`src/hdl/rre_pkg.sv`:
```
// Shared types, constants and byte tables of the raw ringtone encoder.
package rre_pkg;

  // Input operation codes.
  localparam logic [1:0] OpStart  = 2'd0;
  localparam logic [1:0] OpNote   = 2'd1;
  localparam logic [1:0] OpFinish = 2'd2;

  // Configuration register indexes.
  localparam logic CfgCapacity = 1'b0;
  localparam logic CfgFormat   = 1'b1;

  localparam logic [15:0] CapacityReset = 16'hffff;
  localparam logic [15:0] VibraLimit    = 16'd300;
  localparam logic [12:0] MaxDuration   = 13'd7650;
  localparam logic [7:0]  PauseCode     = 8'h40;
  localparam logic [7:0]  PauseNote     = 8'hff;
  localparam logic [7:0]  GapLength     = 8'h01;
  localparam logic [7:0]  VibraMark     = 8'h0a;
  localparam logic [7:0]  VibraOnByte   = 8'hfe;
  localparam logic [7:0]  VibraOffByte  = 8'h01;
  localparam logic [7:0]  LengthMax     = 8'hff;
  localparam logic [7:0]  BaseNewer     = 8'd90;
  localparam logic [7:0]  BaseOlder     = 8'd114;
  localparam logic [7:0]  StepsPerOct   = 8'd14;
  localparam logic [7:0]  SemisPerOct   = 8'd12;
  localparam logic [3:0]  HdrLast       = 4'd4;
  localparam logic [3:0]  TrlLast       = 4'd11;
  localparam logic [15:0] HdrBytes      = 16'd5;
  localparam logic [15:0] TrlBytes      = 16'd12;
  localparam logic [15:0] PairBytes     = 16'd2;

  typedef enum logic {
    AluAdd = 1'b0,
    AluSub = 1'b1
  } alu_op_e;

  typedef struct packed {
    alu_op_e     op;
    logic [15:0] a;
    logic [15:0] b;
  } alu_req_t;

  typedef struct packed {
    logic [15:0] res;
    logic        borrow;
  } alu_rsp_t;

  typedef struct packed {
    logic [7:0]  data;
    logic        status;
    logic [15:0] total;
    logic        last;
  } out_item_t;

  function automatic logic [7:0] hdr_byte(input logic [3:0] idx);
    logic [7:0] b;
    unique case (idx)
      4'd0:    b = 8'h00;
      4'd1:    b = 8'h02;
      4'd2:    b = 8'hfc;
      4'd3:    b = 8'h0a;
      4'd4:    b = 8'h01;
      default: b = 8'h00;
    endcase
    return b;
  endfunction

  function automatic logic [7:0] trl_byte(input logic [3:0] idx);
    logic [7:0] b;
    unique case (idx)
      4'd0, 4'd1, 4'd2: b = 8'h0a;
      4'd3:             b = 8'hfe;
      4'd4:             b = 8'h40;
      4'd5:             b = 8'h20;
      4'd6:             b = 8'h07;
      4'd7:             b = 8'h0b;
      default:          b = 8'hff;
    endcase
    return b;
  endfunction

  // Semitone offset of each step within an octave.
  function automatic logic [7:0] step_offset(input logic [3:0] step);
    logic [7:0] s;
    unique case (step)
      4'd0:    s = 8'd0;
      4'd1:    s = 8'd1;
      4'd2:    s = 8'd2;
      4'd3:    s = 8'd3;
      4'd4:    s = 8'd4;
      4'd5:    s = 8'd4;
      4'd6:    s = 8'd5;
      4'd7:    s = 8'd6;
      4'd8:    s = 8'd7;
      4'd9:    s = 8'd8;
      4'd10:   s = 8'd9;
      4'd11:   s = 8'd10;
      4'd12:   s = 8'd11;
      4'd13:   s = 8'd11;
      default: s = 8'd0;
    endcase
    return s;
  endfunction

endpackage

```
`src/hdl/rre_alu.sv`:
```
// Shared 16-bit add/subtract unit used by the encoder sequencer.
module rre_alu (
  input  rre_pkg::alu_req_t req_i,
  output rre_pkg::alu_rsp_t rsp_o
);

  logic [16:0] sum;

  always_comb begin
    unique case (req_i.op)
      rre_pkg::AluAdd: sum = {1'b0, req_i.a} + {1'b0, req_i.b};
      rre_pkg::AluSub: sum = {1'b0, req_i.a} - {1'b0, req_i.b};
      default:         sum = '0;
    endcase
  end

  // For a subtraction the top bit is the borrow, i.e. a < b.
  assign rsp_o.res    = sum[15:0];
  assign rsp_o.borrow = sum[16];

endmodule

```
`src/hdl/rre_out_stage.sv`:
```
// Output register that decouples the sequencer from a stalling consumer.
module rre_out_stage (
  input  logic               clk_i,
  input  logic               rst_ni,
  input  logic               push_i,
  input  rre_pkg::out_item_t item_i,
  output logic               ready_o,
  output logic               out_valid_o,
  input  logic               out_stall_i,
  output logic [7:0]         data_byte_o,
  output logic               status_o,
  output logic [15:0]        total_length_o,
  output logic               last_of_run_o
);

  logic               valid_q;
  rre_pkg::out_item_t item_q;

  assign ready_o = !valid_q || !out_stall_i;

  always_ff @(posedge clk_i or negedge rst_ni) begin
    if (!rst_ni) begin
      valid_q <= 1'b0;
    end else if (ready_o) begin
      valid_q <= push_i;
    end
  end

  always_ff @(posedge clk_i) begin
    if (ready_o && push_i) begin
      item_q <= item_i;
    end
  end

  assign out_valid_o    = valid_q;
  assign data_byte_o    = item_q.data;
  assign status_o       = item_q.status;
  assign total_length_o = item_q.total;
  assign last_of_run_o  = item_q.last;

endmodule

```
`src/hdl/ringtone_raw_encoder_core.sv`:
```
// Top level of the raw ringtone encoder: configuration, sequencer and state.
//
// The encoder takes one item at a time and holds in_stall_o high until the
// last byte of that item has been handed to the output register. Almost all
// arithmetic (budget checks, byte count, vibration timing, note code and
// length splitting) runs through a single 16-bit add/subtract unit, one
// operation per cycle, so the sequencer walks through a short chain of steps
// for each item; only the octave accumulator and the byte index have their
// own adders. Bytes leave through an output register at up to one per cycle
// while the consumer does not stall. A start item checks the budget and
// emits the header; a finish item checks the budget, works out the total and
// emits the trailer. A sounding note finds its octave number (at most 18, by
// repeated subtraction of fourteen), then emits, each after its own budget
// check, a due vibration toggle, its code and length pairs and a trailing
// gap, up to 64 bytes. A pause skips the octave search and the trailing gap.
// Once the byte budget runs out, one result with status 1 and a zero data
// byte ends the item, and every later note or finish item returns that single
// result until the next start item. Opcode 3 is dropped without any transfer.
// Configuration writes are expected only while the block is idle.
module ringtone_raw_encoder_core (
  input  logic        clk_i,
  input  logic        rst_ni,
  // Configuration write port.
  input  logic        cfg_we_i,
  input  logic        cfg_index_i,
  input  logic [15:0] cfg_data_i,
  // Input channel.
  input  logic        in_valid_i,
  output logic        in_stall_o,
  input  logic [1:0]  opcode_i,
  input  logic [7:0]  note_code_i,
  input  logic [12:0] duration_units_i,
  // Output channel.
  output logic        out_valid_o,
  input  logic        out_stall_i,
  output logic [7:0]  data_byte_o,
  output logic        status_o,
  output logic [15:0] total_length_o,
  output logic        last_of_run_o
);

  // One-hot sequencer states.
  typedef enum logic [21:0] {
    StIdle    = 22'b1 << 0,
    StHdrChk  = 22'b1 << 1,
    StHdrEmit = 22'b1 << 2,
    StTrlChk  = 22'b1 << 3,
    StTrlTot  = 22'b1 << 4,
    StTrlEmit = 22'b1 << 5,
    StFail    = 22'b1 << 6,
    StVibChk  = 22'b1 << 7,
    StVibAdd  = 22'b1 << 8,
    StPause   = 22'b1 << 9,
    StDiv     = 22'b1 << 10,
    StCode    = 22'b1 << 11,
    StVibBud  = 22'b1 << 12,
    StVibE0   = 22'b1 << 13,
    StVibE1   = 22'b1 << 14,
    StPairChk = 22'b1 << 15,
    StPairBud = 22'b1 << 16,
    StPairE0  = 22'b1 << 17,
    StPairE1  = 22'b1 << 18,
    StGapBud  = 22'b1 << 19,
    StGapE0   = 22'b1 << 20,
    StGapE1   = 22'b1 << 21
  } state_e;

  state_e state_q, state_d;

  // Configuration and architectural state.
  logic [15:0] cap_q;
  logic        newer_q;
  logic [15:0] bytes_left_q, bytes_left_d;
  logic [15:0] vibra_time_q, vibra_time_d;
  logic        vibra_on_q, vibra_on_d;
  logic        ovf_q, ovf_d;

  // Per-item working registers.
  logic [7:0]  note_q, note_d;
  logic [12:0] p_q, p_d;
  logic [7:0]  code_q, code_d;
  logic [7:0]  len_q, len_d;
  logic [7:0]  rem_q, rem_d;
  logic [7:0]  acc_q, acc_d;
  logic        tog_q, tog_d;
  logic [3:0]  idx_q, idx_d;
  logic [15:0] tot_q, tot_d;

  rre_pkg::alu_req_t  alu_req;
  rre_pkg::alu_rsp_t  alu_rsp;
  rre_pkg::out_item_t out_item;
  logic               out_push;
  logic               out_ready;
  logic               in_take;
  logic [12:0]        dur_sat;
  logic               p_done;
  logic               note_end;

  rre_alu u_alu (
    .req_i (alu_req),
    .rsp_o (alu_rsp)
  );

  rre_out_stage u_out (
    .clk_i          (clk_i),
    .rst_ni         (rst_ni),
    .push_i         (out_push),
    .item_i         (out_item),
    .ready_o        (out_ready),
    .out_valid_o    (out_valid_o),
    .out_stall_i    (out_stall_i),
    .data_byte_o    (data_byte_o),
    .status_o       (status_o),
    .total_length_o (total_length_o),
    .last_of_run_o  (last_of_run_o)
  );

  assign in_stall_o = (state_q != StIdle);
  assign in_take    = in_valid_i && !in_stall_o;
  assign dur_sat    = (duration_units_i > rre_pkg::MaxDuration) ? rre_pkg::MaxDuration
                                                                : duration_units_i;

  // No further pair is due once the remaining duration is at most one, and a
  // pause code carries no trailing gap, so then the current byte ends the item.
  assign p_done   = (p_q[12:1] == '0);
  assign note_end = p_done && (code_q == rre_pkg::PauseCode);

  always_comb begin
    state_d      = state_q;
    bytes_left_d = bytes_left_q;
    vibra_time_d = vibra_time_q;
    vibra_on_d   = vibra_on_q;
    ovf_d        = ovf_q;
    note_d       = note_q;
    p_d          = p_q;
    code_d       = code_q;
    len_d        = len_q;
    rem_d        = rem_q;
    acc_d        = acc_q;
    tog_d        = tog_q;
    idx_d        = idx_q;
    tot_d        = tot_q;
    alu_req      = '{op: rre_pkg::AluSub, a: bytes_left_q, b: rre_pkg::PairBytes};
    out_push     = 1'b0;
    out_item     = '0;

    unique case (state_q)
      StIdle: begin
        if (in_take) begin
          note_d = note_code_i;
          p_d    = dur_sat;
          rem_d  = note_code_i;
          acc_d  = newer_q ? rre_pkg::BaseNewer : rre_pkg::BaseOlder;
          idx_d  = '0;
          unique case (opcode_i)
            rre_pkg::OpStart: begin
              bytes_left_d = cap_q;
              vibra_time_d = '0;
              vibra_on_d   = 1'b1;
              ovf_d        = 1'b0;
              state_d      = StHdrChk;
            end
            rre_pkg::OpNote: begin
              state_d = ovf_q ? StFail : StVibChk;
            end
            rre_pkg::OpFinish: begin
              state_d = ovf_q ? StFail : StTrlChk;
            end
            default: begin
              state_d = StIdle;
            end
          endcase
        end
      end

      StHdrChk: begin
        alu_req = '{op: rre_pkg::AluSub, a: bytes_left_q, b: rre_pkg::HdrBytes};
        if (alu_rsp.borrow) begin
          state_d = StFail;
        end else begin
          bytes_left_d = alu_rsp.res;
          state_d      = StHdrEmit;
        end
      end

      StHdrEmit: begin
        out_push      = 1'b1;
        out_item.data = rre_pkg::hdr_byte(idx_q);
        out_item.last = (idx_q == rre_pkg::HdrLast);
        if (out_ready) begin
          idx_d = idx_q + 4'd1;
          if (idx_q == rre_pkg::HdrLast) begin
            state_d = StIdle;
          end
        end
      end

      StTrlChk: begin
        alu_req = '{op: rre_pkg::AluSub, a: bytes_left_q, b: rre_pkg::TrlBytes};
        if (alu_rsp.borrow) begin
          state_d = StFail;
        end else begin
          bytes_left_d = alu_rsp.res;
          state_d      = StTrlTot;
        end
      end

      StTrlTot: begin
        // Bytes used so far, rounded down to a multiple of four.
        alu_req = '{op: rre_pkg::AluSub, a: cap_q, b: bytes_left_q};
        tot_d   = {alu_rsp.res[15:2], 2'b00};
        state_d = StTrlEmit;
      end

      StTrlEmit: begin
        out_push       = 1'b1;
        out_item.data  = rre_pkg::trl_byte(idx_q);
        out_item.total = tot_q;
        out_item.last  = (idx_q == rre_pkg::TrlLast);
        if (out_ready) begin
          idx_d = idx_q + 4'd1;
          if (idx_q == rre_pkg::TrlLast) begin
            state_d = StIdle;
          end
        end
      end

      StFail: begin
        out_push        = 1'b1;
        out_item.status = 1'b1;
        out_item.last   = 1'b1;
        if (out_ready) begin
          ovf_d   = 1'b1;
          state_d = StIdle;
        end
      end

      StVibChk: begin
        alu_req = '{op: rre_pkg::AluSub, a: vibra_time_q, b: rre_pkg::VibraLimit};
        tog_d   = !alu_rsp.borrow;
        state_d = StVibAdd;
      end

      StVibAdd: begin
        // A due toggle restarts the vibration count before this note is added.
        alu_req = '{op: rre_pkg::AluAdd, a: (tog_q ? '0 : vibra_time_q), b: {3'b000, p_q}};
        vibra_time_d = alu_rsp.res;
        state_d      = (note_q == rre_pkg::PauseNote) ? StPause : StDiv;
      end

      StPause: begin
        alu_req = '{op: rre_pkg::AluAdd, a: {3'b000, p_q}, b: 16'd1};
        p_d     = alu_rsp.res[12:0];
        code_d  = rre_pkg::PauseCode;
        state_d = tog_q ? StVibBud : StPairChk;
      end

      StDiv: begin
        // Octave search: take fourteen steps off and add twelve semitones.
        alu_req = '{op: rre_pkg::AluSub, a: {8'h00, rem_q}, b: {8'h00, rre_pkg::StepsPerOct}};
        if (alu_rsp.borrow) begin
          state_d = StCode;
        end else begin
          rem_d = alu_rsp.res[7:0];
          acc_d = acc_q + rre_pkg::SemisPerOct;
        end
      end

      StCode: begin
        alu_req = '{op: rre_pkg::AluAdd, a: {8'h00, acc_q},
                    b: {8'h00, rre_pkg::step_offset(rem_q[3:0])}};
        code_d  = alu_rsp.res[7:0];
        state_d = tog_q ? StVibBud : StPairChk;
      end

      StVibBud: begin
        if (alu_rsp.borrow) begin
          state_d = StFail;
        end else begin
          bytes_left_d = alu_rsp.res;
          state_d      = StVibE0;
        end
      end

      StVibE0: begin
        out_push      = 1'b1;
        out_item.data = rre_pkg::VibraMark;
        if (out_ready) begin
          state_d = StVibE1;
        end
      end

      StVibE1: begin
        out_push      = 1'b1;
        out_item.data = vibra_on_q ? rre_pkg::VibraOnByte : rre_pkg::VibraOffByte;
        out_item.last = note_end;
        if (out_ready) begin
          vibra_on_d = !vibra_on_q;
          state_d    = note_end ? StIdle : StPairChk;
        end
      end

      StPairChk: begin
        alu_req = '{op: rre_pkg::AluSub, a: {3'b000, p_q}, b: 16'd1};
        if (p_done) begin
          state_d = (code_q == rre_pkg::PauseCode) ? StIdle : StGapBud;
        end else begin
          len_d   = (p_q[12:8] != '0) ? rre_pkg::LengthMax : alu_rsp.res[7:0];
          state_d = StPairBud;
        end
      end

      StPairBud: begin
        if (alu_rsp.borrow) begin
          state_d = StFail;
        end else begin
          bytes_left_d = alu_rsp.res;
          state_d      = StPairE0;
        end
      end

      StPairE0: begin
        alu_req       = '{op: rre_pkg::AluSub, a: {3'b000, p_q}, b: {8'h00, len_q}};
        out_push      = 1'b1;
        out_item.data = code_q;
        if (out_ready) begin
          p_d     = alu_rsp.res[12:0];
          state_d = StPairE1;
        end
      end

      StPairE1: begin
        out_push      = 1'b1;
        out_item.data = len_q;
        out_item.last = note_end;
        if (out_ready) begin
          state_d = note_end ? StIdle : StPairChk;
        end
      end

      StGapBud: begin
        if (alu_rsp.borrow) begin
          state_d = StFail;
        end else begin
          bytes_left_d = alu_rsp.res;
          state_d      = StGapE0;
        end
      end

      StGapE0: begin
        out_push      = 1'b1;
        out_item.data = rre_pkg::PauseCode;
        if (out_ready) begin
          state_d = StGapE1;
        end
      end

      StGapE1: begin
        out_push      = 1'b1;
        out_item.data = rre_pkg::GapLength;
        out_item.last = 1'b1;
        if (out_ready) begin
          state_d = StIdle;
        end
      end

      default: begin
        state_d = StIdle;
      end
    endcase
  end

  always_ff @(posedge clk_i or negedge rst_ni) begin
    if (!rst_ni) begin
      state_q      <= StIdle;
      cap_q        <= rre_pkg::CapacityReset;
      newer_q      <= 1'b0;
      bytes_left_q <= rre_pkg::CapacityReset;
      vibra_time_q <= '0;
      vibra_on_q   <= 1'b1;
      ovf_q        <= 1'b0;
    end else begin
      state_q      <= state_d;
      bytes_left_q <= bytes_left_d;
      vibra_time_q <= vibra_time_d;
      vibra_on_q   <= vibra_on_d;
      ovf_q        <= ovf_d;
      if (cfg_we_i) begin
        unique case (cfg_index_i)
          rre_pkg::CfgCapacity: cap_q   <= cfg_data_i;
          rre_pkg::CfgFormat:   newer_q <= cfg_data_i[0];
          default:              cap_q   <= cap_q;
        endcase
      end
    end
  end

  always_ff @(posedge clk_i) begin
    note_q <= note_d;
    p_q    <= p_d;
    code_q <= code_d;
    len_q  <= len_d;
    rem_q  <= rem_d;
    acc_q  <= acc_d;
    tog_q  <= tog_d;
    idx_q  <= idx_d;
    tot_q  <= tot_d;
  end

endmodule

```
`config.mk`:
```
export PLATFORM = sky130hd
export DESIGN_NAME = ringtone_raw_encoder_core
export DESIGN_NICKNAME = d
export VERILOG_FILES = /design/src/hdl/rre_pkg.sv /design/src/hdl/rre_alu.sv /design/src/hdl/rre_out_stage.sv /design/src/hdl/ringtone_raw_encoder_core.sv
export SDC_FILE = /design/constraint.sdc
export NUM_CORES = 1
export LEC_CHECK = 0
export BUFFER_PORTS_ARGS = -buffer_cell sky130_fd_sc_hd__buf_4
export CAP_MARGIN = 5
export CORE_ASPECT_RATIO = 1.75
export CORE_MARGIN = 2
export CORE_UTILIZATION = 33
export DETAILED_ROUTE_END_ITERATION = 7
export GPL_ROUTABILITY_DRIVEN = 1
export GPL_TIMING_DRIVEN = 0
export SYNTH_ARGS = -nofsm -noshare
export SYNTH_HDL_FRONTEND = slang
export SYNTH_SLANG_ARGS = --single-unit
```
`constraint.sdc`:
```
create_clock -name clk_i -period 5.62 [get_ports clk_i]
set_clock_uncertainty 0.1 [all_clocks]
set_input_delay 0.843 -clock clk_i [delete_from_list [all_inputs] [get_ports clk_i]]
set_output_delay 0.843 -clock clk_i [all_outputs]
set_load 0.02 [all_outputs]
```
==> results.json, run 1 <==
{
  "setup_slack_ns": -0.00171,
  "drt_pre_antenna_iters": 6,
  "ys_seq_area_share_pct": 48.1,
  "worstMarginPinSlew_ns": 1.11,
  "tns_ns": -0.00171,
  "finalPower_mw": 6.86,
  "diodes": 0,
  "gp_congestion": 0.990,
  "max-cap-violations": 0,
  "die_y_um": 237,
  "routedWlPerCell_um": 21.9,
  "irDropWorstVdd_uv": 307,
  "via_count": 8956,
  "grt_pass1_vias": 9326,
  "die_area_um2": 32600,
  "avgSynthCellArea_um2": 9.95,
  "max_slew_margin_pct": 24.4,
  "syn_to_final_growth_pct": 25.5,
  "drt-total-wl_mm": 34.7,
  "synth_area_leaders": "edfxtp_1 27%, dfrtp_1 9.7%, dfstp_2 8.7%",
  "critPathMaxFanout": 6,
  "drtIter0Drc": 670,
  "synthXorXnorAreaFrac_pct": 3.24,
  "antenna_found_initial": 0,
  "synth_top_family_by_area": "simple AND/OR/NAND/NOR gates",
  "synthArstFlopShare_pct": 41.3,
  "insertion_delay_ns": 0.45,
  "critPathLaunchType": "flop",
  "p_comb_share_pct": 50.9,
  "yosysWarnings": 0,
  "yosysUniqueCellTypes": 87,
  "gr-usage-all-layers_pct": 22.1,
  "power_frac_seq_pct": 31.2,
  "rsz0062_at_grt": "yes",
  "ctsHtreeMaxLevel": 4,
  "internal_power_mw": 3.82,
  "synth-simple-area-share_pct": 22.3,
  "ctsHoldBuffers": 0,
  "synth_compound_area_share_pct": 15.5,
  "hold_viol": 0,
  "swShare_pct": 44.3,
  "power_density_nw_per_um2": 532,
  "violations": "negative setup slack",
  "setup_viol": 1,
  "worst_hold_path_type": "reg2reg",
  "start_util_pct": 33.4,
  "cp.required_ns": 5.89,
  "dpl.hpwl_mm": 26.0,
  "drive_gt1_share_pct": 28.7,
  "synth_edf_count": 94,
  "ctsRootBufferMaster": "clkbuf_16",
  "finalMaxSlewViolations": 0,
  "nNetsFinal": 1253,
  "synth_cells": 1033,
  "dp.cells": 1496,
  "die_width_um": 137,
  "ys_top_cells_by_count": "121 x nand2_1, 101 x nor2_1, 94 x edfxtp_1",
  "leakage_nw": 5.17,
  "boundaryPins": 73,
  "fin_crit_sh_pct": 100,
  "place.port_buffers": 70,
  "cp.arrival_ns": 5.89,
  "core_um2": 30700,
  "reg2reg_slack_ns": -0.002,
  "grt_start_max_net_pins": 75,
  "rows": 85,
  "clockBufferDepth": 2,
  "endpoint_kind": "flop",
  "status": "finished, violations left",
  "post-route-drc-count": 0,
  "fmax_mhz": 178,
  "clock_power_share_pct": 17.9,
  "yosysTopAreaCell": "edfxtp_1",
  "cts_tree": "yes",
  "p_switching_mw": 3.04,
  "cts_made_buffers": 17,
  "synthFlopType": "edfxtp_1",
  "synth_most_common_cell": "nand2_1",
  "ys_ff_latch": 179,
  "viasPerCell": 5.65,
  "fin_crit_ns": 5.62,
  "worstSetupPathType": "reg2reg",
  "instances_no_fill": 1586,
  "syn_area_um2": 10300,
  "gr-total-overflow": 0,
  "synthMuxAreaShare_pct": 3.89,
  "cts_sinks": 179,
  "grt_pass1_wl_mm": 53.6,
  "synth_top_area_share_pct": 27.5,
  "path_clk_slew_ns": 0.07,
  "antenna_left": 0,
  "synth_fa_ha_area_share_pct": 3.24
}
metrics by stage:
stage	instance area (µm²)	setup WS (ns)	hold WS, ns	utilization [%]
4_1_cts	12700	0.00299	0.399	41.4
3_5_place_dp	11400	-2.19	0.384	37.0
5_1_grt	12900	-0.179	0.425	41.9
3_3_place_gp	11300	-2.16	0.366	36.9
2_1_floorplan	10300	0.00508	0.355	-
6_report	12900	-0.00171	0.400	41.9
cells by family (layout without fill, tap and decap cells):
group / Yosys count / after routing
other: 1 / 2
XOR/XNOR: 38 / 38
adder cells (fa/ha/maj): 26 / 26
AND/OR/NAND/NOR: 433 / 433
AO/OA/AOI/OAI: 232 / 232
flip-flops: 179 / 179
buffers and inverters: 87 / 248
multiplexers: 37 / 37
repair_timing:
action	CTS	global route
buffers inserted	51	10
pin swaps	35	21
setup endpoints to repair	90	38
gates cloned	1	0
resized for setup	83	30
worst max-delay path, cell delays in order, from the launching register on:
cell,delay [ns]
dfrtp_1,0.42
buf_6,0.13
or4_4,0.58
nor3_4,0.15
nand4_1,0.20
or4b_4,0.28
o41a_4,0.15
ha_4,0.15
o21ai_2,0.06
nor4_2,0.24
and4_4,0.34
and2_4,0.18
nor2_2,0.04
xor2_1,0.17
ha_2,0.19
a211oi_2,0.24
nand2_1,0.12
o211ai_1,0.24
nand3b_1,0.12
buf_6,0.16
a21oi_4,0.17
clkinv_4,0.13
mux2i_4,0.22
ha_4,0.27
o311a_1,0.34
nor3_2,0.14
sequential cells by signal, summed over array words and instances (netlist names), 13 cells and up, named ones only:
| signal | count |
|---|---|
| state_q | 22 |
| tot_q | 14 |
| cap_q | 16 |
| p_q | 13 |
| bytes_left_q | 16 |
| vibra_time_q | 16 |
| u_out.total_length_o | 14 |
layout make-up:
class | instances | area (µm²)
fill | 2954 | 17800
multi-input combinational | 768 | 5360
sequential | 179 | 4950
timing repair buffer | 134 | 1050
tap | 391 | 489
clock buffer | 17 | 425
buffer | 47 | 304
clock inverter | 15 | 169
inverter | 35 | 139
layout by cell type, fill, tap and decap left out, types with 9 or more instances in the layout:
| cell type | count |
|---|---|
| buf_4 | 134 |
| nand2_1 | 119 |
| nor2_1 | 94 |
| edfxtp_1 | 94 |
| o21ai_0 | 50 |
| a21oi_1 | 47 |
| nand3_1 | 44 |
| dfstp_2 | 34 |
| inv_1 | 32 |
| dfrtp_1 | 30 |
| nor3_1 | 25 |
| mux2_2 | 22 |
| ha_1 | 22 |
| and2_1 | 21 |
| xor2_1 | 20 |
| clkbuf_1 | 18 |
| xnor2_1 | 18 |
| clkbuf_16 | 17 |
| nand4_1 | 16 |
| a222oi_1 | 15 |
| mux2i_1 | 12 |
| a221o_1 | 11 |
| a22oi_1 | 11 |
| dfxtp_1 | 11 |
| and3_1 | 10 |
| dfrtp_2 | 10 |
| nor4_4 | 9 |
| o22ai_1 | 9 |
| o21ai_1 | 9 |
power by group through the flow:
stage	logic (mW)	clock network, mW	registers (mW)
after floorplan	1.98	0	2.06
after global placement	2.91	0	2.15
after detailed placement	2.95	0	2.15
after CTS	3.34	1.25	2.14
after global routing	3.77	1.30	2.17
final	3.49	1.23	2.14
worst paths after layout:
check                                       startpoint                           to  depth (start not counted)
setup reg to reg               state_q[10]$_DFFE_PN0P_                         flop                         25
min in group asynchronous                       rst_ni       state_q[8]$_DFFE_PN0P_                          1
hold reg to reg            vibra_time_q[8]$_DFFE_PN0P_  vibra_time_q[8]$_DFFE_PN0P_                          2
max in group asynchronous                       rst_ni       state_q[1]$_DFFE_PN0P_                          1
hold / removal             vibra_time_q[8]$_DFFE_PN0P_  vibra_time_q[8]$_DFFE_PN0P_                          2
setup / recovery               state_q[10]$_DFFE_PN0P_                         flop                         25
metal layers:
| layer | track usage (%) | share of wire [%] |
|---|---|---|
| met1 | 22.6 | 35 |
| met5 | 0 | 0 |
| met3 | 3.39 | 5.3 |
| met2 | 39.4 | 53 |
| met4 | 16.8 | 7.6 |
Power figures use the tool's default switching activity.
==> inputs of run 2 (changes only) <==
CORE_ASPECT_RATIO = not set   (was 1.75)
CTS_CLUSTER_DIAMETER = 40   (was not set)
==> results.json, run 2 (same netlist as run 1, synthesis figures left out) <==
{
  "final_core_util_pct": 41.8,
  "rows": 64,
  "worstMarginPinSlew_ns": 1.08,
  "status": "finished, violations left",
  "via_count": 8972,
  "ctsRootBufferMaster": "clkbuf_16",
  "power_density_nw_per_um2": 541,
  "cts_made_buffers": 17,
  "worst_hold_path_type": "reg2reg",
  "placed_area_um2": 11400,
  "core_um2": 30600,
  "ctsHtreeMaxLevel": 4,
  "rsz0062_at_grt": "yes",
  "final_cell_area_um2": 12800,
  "cp.required_ns": 5.89,
  "irDropWorstVdd_uv": 250,
  "die_y_um": 180,
  "cts_sinks": 179,
  "violations": "negative setup slack",
  "critPathMaxFanout": 6,
  "setup_slack_ns": -0.119,
  "nNetsFinal": 1248,
  "viasPerCell": 5.66,
  "fin_crit_sh_pct": 102,
  "dp_slack_ns": -1.91,
  "fmax_mhz": 174,
  "fillers": 3013,
  "grt_pass1_vias": 8609,
  "boundaryPins": 73,
  "post-route-drc-count": 0,
  "endpoint_kind": "flop",
  "final_cell_mix": "128 x buf_4, 119 x nand2_1, 94 x edfxtp_1",
  "grt_pass1_wl_mm": 50.5,
  "drt_pre_antenna_iters": 6,
  "gp_congestion": 0.895,
  "tns_ns": -0.119,
  "grt_start_max_net_pins": 75,
  "diodes": 0,
  "start_util_pct": 33.6,
  "die_width_um": 180,
  "leakage_nw": 5.13,
  "place.port_buffers": 70,
  "antenna_left": 0,
  "cp.arrival_ns": 6.00,
  "worstSetupPathType": "reg2reg",
  "critPathLaunchType": "flop",
  "gr-total-overflow": 0,
  "largest_reg_flops": 22,
  "die_area_um2": 32600,
  "syn_to_final_growth_pct": 24.4,
  "max-cap-violations": 0,
  "finalMaxSlewViolations": 0,
  "drt-total-wl_mm": 33.3,
  "routedWlPerCell_um": 21.0,
  "path_clk_slew_ns": 0.07,
  "setup_viol": 1,
  "finalPower_mw": 6.91,
  "gr-usage-all-layers_pct": 20.2,
  "layout_commonest_cell": "buf_4",
  "antenna_found_initial": 0,
  "max_slew_margin_pct": 27.9,
  "clockBufferDepth": 2,
  "regMostFlops": "state_q",
  "cts_tree": "yes",
  "drive_gt1_share_pct": 27.7,
  "dpl.hpwl_mm": 24.4,
  "drtIter0Drc": 889,
  "fin_crit_ns": 5.74,
  "hold_viol": 0,
  "insertion_delay_ns": 0.45
}
run 2: cell count changes in the layout (fill, tap and decap cells not counted), sizes merged:
cell,delta
buf,-6
bufinv,-1
clkbuf,+1
clkinv,-1
clkinvlp,+1
nor4,+1
run 2: worst paths after layout:
| kind | from | end | slack, ns | cells past startpoint |
|---|---|---|---|---|
| worst min register to register | vibra_time_q[3]$_DFFE_PN0P_ | vibra_time_q[3]$_DFFE_PN0P_ | 0.40 | 2 |
| max in group asynchronous | rst_ni | state_q[14]$_DFFE_PN0P_ | 4.18 | 1 |
| worst min-delay path | vibra_time_q[3]$_DFFE_PN0P_ | vibra_time_q[3]$_DFFE_PN0P_ | 0.40 | 2 |
| worst max register to register | state_q[10]$_DFFE_PN0P_ | flop | -0.12 | 26 |
| worst max-delay path | state_q[10]$_DFFE_PN0P_ | flop | -0.12 | 26 |
| min in group asynchronous | rst_ni | vibra_time_q[14]$_DFFE_PN0P_ | 0.44 | 1 |
run 2: area by class of cell:
cell class                      count  area, µm²  share of cell area (%)
Multi-Input combinational cell    769       5340                    41.8
Sequential cell                   179       4950                    38.7
Timing Repair Buffer              124        967                    7.57
Tap cell                          396        495                    3.88
Clock buffer                       18        439                    3.44
Buffer                             51        309                    2.42
Clock inverter                     14        141                    1.11
Inverter                           35        134                    1.05
run 2: critical path, stage by stage (launching register included):
cell and delay (ns):
dfrtp_1 0.41, buf_6 0.14, or4_4 0.58, nor3_4 0.23
nand4_1 0.21, or4b_4 0.28, o41a_4 0.15, ha_4 0.14
o21ai_2 0.06, nor4_2 0.24, and4_4 0.32, nor2_4 0.05
xnor2_2 0.16, ha_1 0.33, o21a_1 0.18, o31ai_4 0.10
a21oi_2 0.22, o211ai_1 0.15, nand3b_1 0.12, buf_6 0.14
a21oi_4 0.07, inv_4 0.11, buf_12 0.12, mux2i_4 0.29
ha_4 0.24, o311a_1 0.37, nor3_2 0.14
run 2: metrics by stage:
stage	cells	hold WS [ns]
final	1586	0.405
after global routing	1586	0.433
after CTS	1567	0.401
after detailed placement	1503	0.387
after global placement	1500	0.379
after floorplan	1034	0.355
run 2: repair_timing:
item                       4_1_cts  5_1_grt
pin swaps                       24       23
cloned                           2        0
hold buffers                     0        0
hold endpoints to repair         0        0
resized for setup               65       36
buffers inserted                31       19
setup endpoints to repair       87       38
run 2: layer usage:
metal  wire (µm)  global-route usage [%]  part of all wire (%)
met5           0                       0                     0
met4         710                    6.94                   2.1
met3        2560                    4.02                   7.7
met2       15000                    31.1                    45
met1       15000                    28.2                    45
run 2: report_power, final:
part	internal, mW	switching (mW)
registers	1.86	0.291
logic	1.29	2.28
clock network	0.637	0.554
==> inputs of run 3 (changes only) <==
ABC_AREA = 1   (was not set)
==> results.json, run 3 <==
{
  "status": "finished, final reports clean",
  "synth_top_area_share_pct": 27.3,
  "viasPerCell": 5.13,
  "worstSetupPathType": "reg2reg",
  "worst_hold_path_type": "reg2reg",
  "largest_reg_flops": 22,
  "critPathMaxFanout": 10,
  "gr-usage-all-layers_pct": 18.4,
  "start_util_pct": 33.7,
  "rsz0062_at_grt": "yes",
  "finalPower_mw": 6.57,
  "antenna_found_initial": 1,
  "dpl.hpwl_mm": 23.0,
  "critPathLaunchType": "flop",
  "synth_most_common_cell": "nand2_1",
  "setup_slack_ns": 0.290,
  "avgSynthCellArea_um2": 8.76,
  "drive_gt1_share_pct": 21.9,
  "cts_tree": "yes",
  "cts_made_buffers": 17,
  "ys_top_cells_by_count": "206 x nand2_1, 170 x inv_1, 100 x nor2_1",
  "drt_pre_antenna_iters": 5,
  "ys_ff_latch": 179,
  "synthFlopType": "edfxtp_1",
  "die_width_um": 181,
  "max_slew_margin_pct": 29.4,
  "ctsRootBufferMaster": "clkbuf_16",
  "antenna_left": 0,
  "final_cell_area_um2": 12100,
  "diodes": 0,
  "post-route-drc-count": 0,
  "cpPeakStageDelay_ns": 0.60,
  "grt_pass1_wl_mm": 46.9,
  "syn_to_final_growth_pct": 17.3,
  "worstMarginPinSlew_ns": 1.06,
  "cts_sinks": 179,
  "power_density_nw_per_um2": 541,
  "path_clk_slew_ns": 0.08,
  "boundaryPins": 73,
  "drtIter0Drc": 738,
  "crit_top_cell": "nand2_1",
  "rows": 64,
  "via_count": 8660,
  "crit_slowest_cell": "dfstp_2",
  "cp.required_ns": 5.84,
  "leakage_nw": 5.37,
  "hold_viol": 0,
  "fin_crit_ns": 5.33,
  "yosysUniqueCellTypes": 65,
  "ctsHoldBuffers": 0,
  "cp.arrival_ns": 5.55,
  "die_y_um": 181,
  "grt_start_max_net_pins": 75,
  "die_area_um2": 32800,
  "routedWlPerCell_um": 17.5,
  "insertion_delay_ns": 0.43,
  "place.port_buffers": 70,
  "placed_area_um2": 11400,
  "synth_cells": 1181,
  "synth_edf_count": 94,
  "max-cap-violations": 0,
  "syn_area_um2": 10300,
  "fmax_mhz": 188,
  "synth_area_leaders": "edfxtp_1 27%, dfrtp_1 9.7%, dfstp_2 8.6%",
  "finalMaxSlewViolations": 0,
  "endpoint_kind": "flop",
  "gp_congestion": 0.933,
  "yosysWarnings": 0,
  "final_core_util_pct": 39.5,
  "ys_seq_area_share_pct": 47.7,
  "nNetsFinal": 1350,
  "hold-worst-slack_ns": 0.357,
  "synthArstFlopShare_pct": 41.3,
  "grt_pass1_vias": 8390,
  "fin_crit_sh_pct": 94.8,
  "layout_commonest_cell": "nand2_1",
  "regMostFlops": "state_q",
  "final_cell_mix": "203 x nand2_1, 169 x inv_1, 98 x nor2_1",
  "gr-total-overflow": 0,
  "setup_viol": 0,
  "clockBufferDepth": 2,
  "ctsHtreeMaxLevel": 4,
  "dp_slack_ns": -0.0787,
  "core_um2": 30700,
  "drt-total-wl_mm": 29.6,
  "yosysTopAreaCell": "edfxtp_1",
  "irDropWorstVdd_uv": 233
}
==> run 3: cell types whose count changed in the layout (fill, tap and decap cells not counted), sizes merged, moves of 15 or more <==
cell / change
a222oi: -15
and2: -22
nor2: +28
inv: +152
o21ai: +39
buf: -60
nand3: +23
nand2: +110
==> run 3: repair_timing <==
action | CTS | global route
gates resized for setup | 2 | 24
buffers inserted | 0 | 6
pin swaps | 0 | 3
setup endpoints to repair | 3 | 54
cloned | 0 | 0
==> run 3: cell type report <==
cell class,instances,area [µm²]
inverter,194,746
clock buffer,18,429
fill,3183,18600
clock inverter,14,169
buffer,25,144
sequential,179,4940
timing repair buffer,78,593
multi-input combinational,784,4620
tap,396,495
==> run 3: routing by layer <==
metal  GRT usage [%]  up-vias  routed length (µm)
li1                -     4198                   -
met1            25.4     4113               13600
met2            29.4      312               13400
met3            4.17       37                2080
met4            4.36        0                 487
met5               0        -                   0
==> run 3: cell families (layout without fill, tap and decap cells) <==
family,after synthesis,count (layout),synth area share (%)
xor gates and xnor gates,27,27,2.28
AOI/OAI and AO/OA,227,227,13.4
and+or+nand+nor,493,493,23.9
muxes,9,9,0.979
buffers and inverters,219,329,8.47
DFF,179,179,47.7
adders and majority gates,26,26,3.22
other,1,2,0.0362
==> run 3: critical path, delay by kind of cell, from the launching register on <==
| kind | cells | cell delay (ns) |
|---|---|---|
| buf+inv | 4 | 0.63 |
| simple gates | 15 | 1.36 |
| compound gates | 7 | 1.88 |
| flops | 1 | 0.60 |
| fa+ha+maj | 2 | 0.61 |
==> run 3: final timing paths <==
| check | to | slack, ns | from | depth (start not counted) |
|---|---|---|---|---|
| setup / recovery | flop | 0.29 | state_q[0]$_DFFE_PN1P_ | 28 |
| hold / removal | state_q[7]$_DFFE_PN0P_ | 0.36 | ovf_q$_DFFE_PN0P_ | 1 |
| setup reg to reg | flop | 0.29 | state_q[0]$_DFFE_PN1P_ | 28 |
| hold reg to reg | state_q[7]$_DFFE_PN0P_ | 0.36 | ovf_q$_DFFE_PN0P_ | 1 |
| max in group asynchronous | state_q[1]$_DFFE_PN0P_ | 4.23 | rst_ni | 1 |
| min in group asynchronous | vibra_time_q[15]$_DFFE_PN0P_ | 0.46 | rst_ni | 1 |
==> run 3: through the flow <==
stage	TNS (ns)	cells
4_1_cts	0	1680
2_1_floorplan	0	1182
3_3_place_gp	-0.280	1648
6_report	0	1688
3_5_place_dp	-0.152	1648
5_1_grt	-0.0525	1688
==> run 3: report_power, final <==
group / switching, mW / leakage, nW / internal (mW)
logic: 2.29 / 3.18 / 0.958
registers: 0.201 / 1.90 / 1.90
clock network: 0.556 / 0.284 / 0.671
total: 3.04 / 5.37 / 3.53
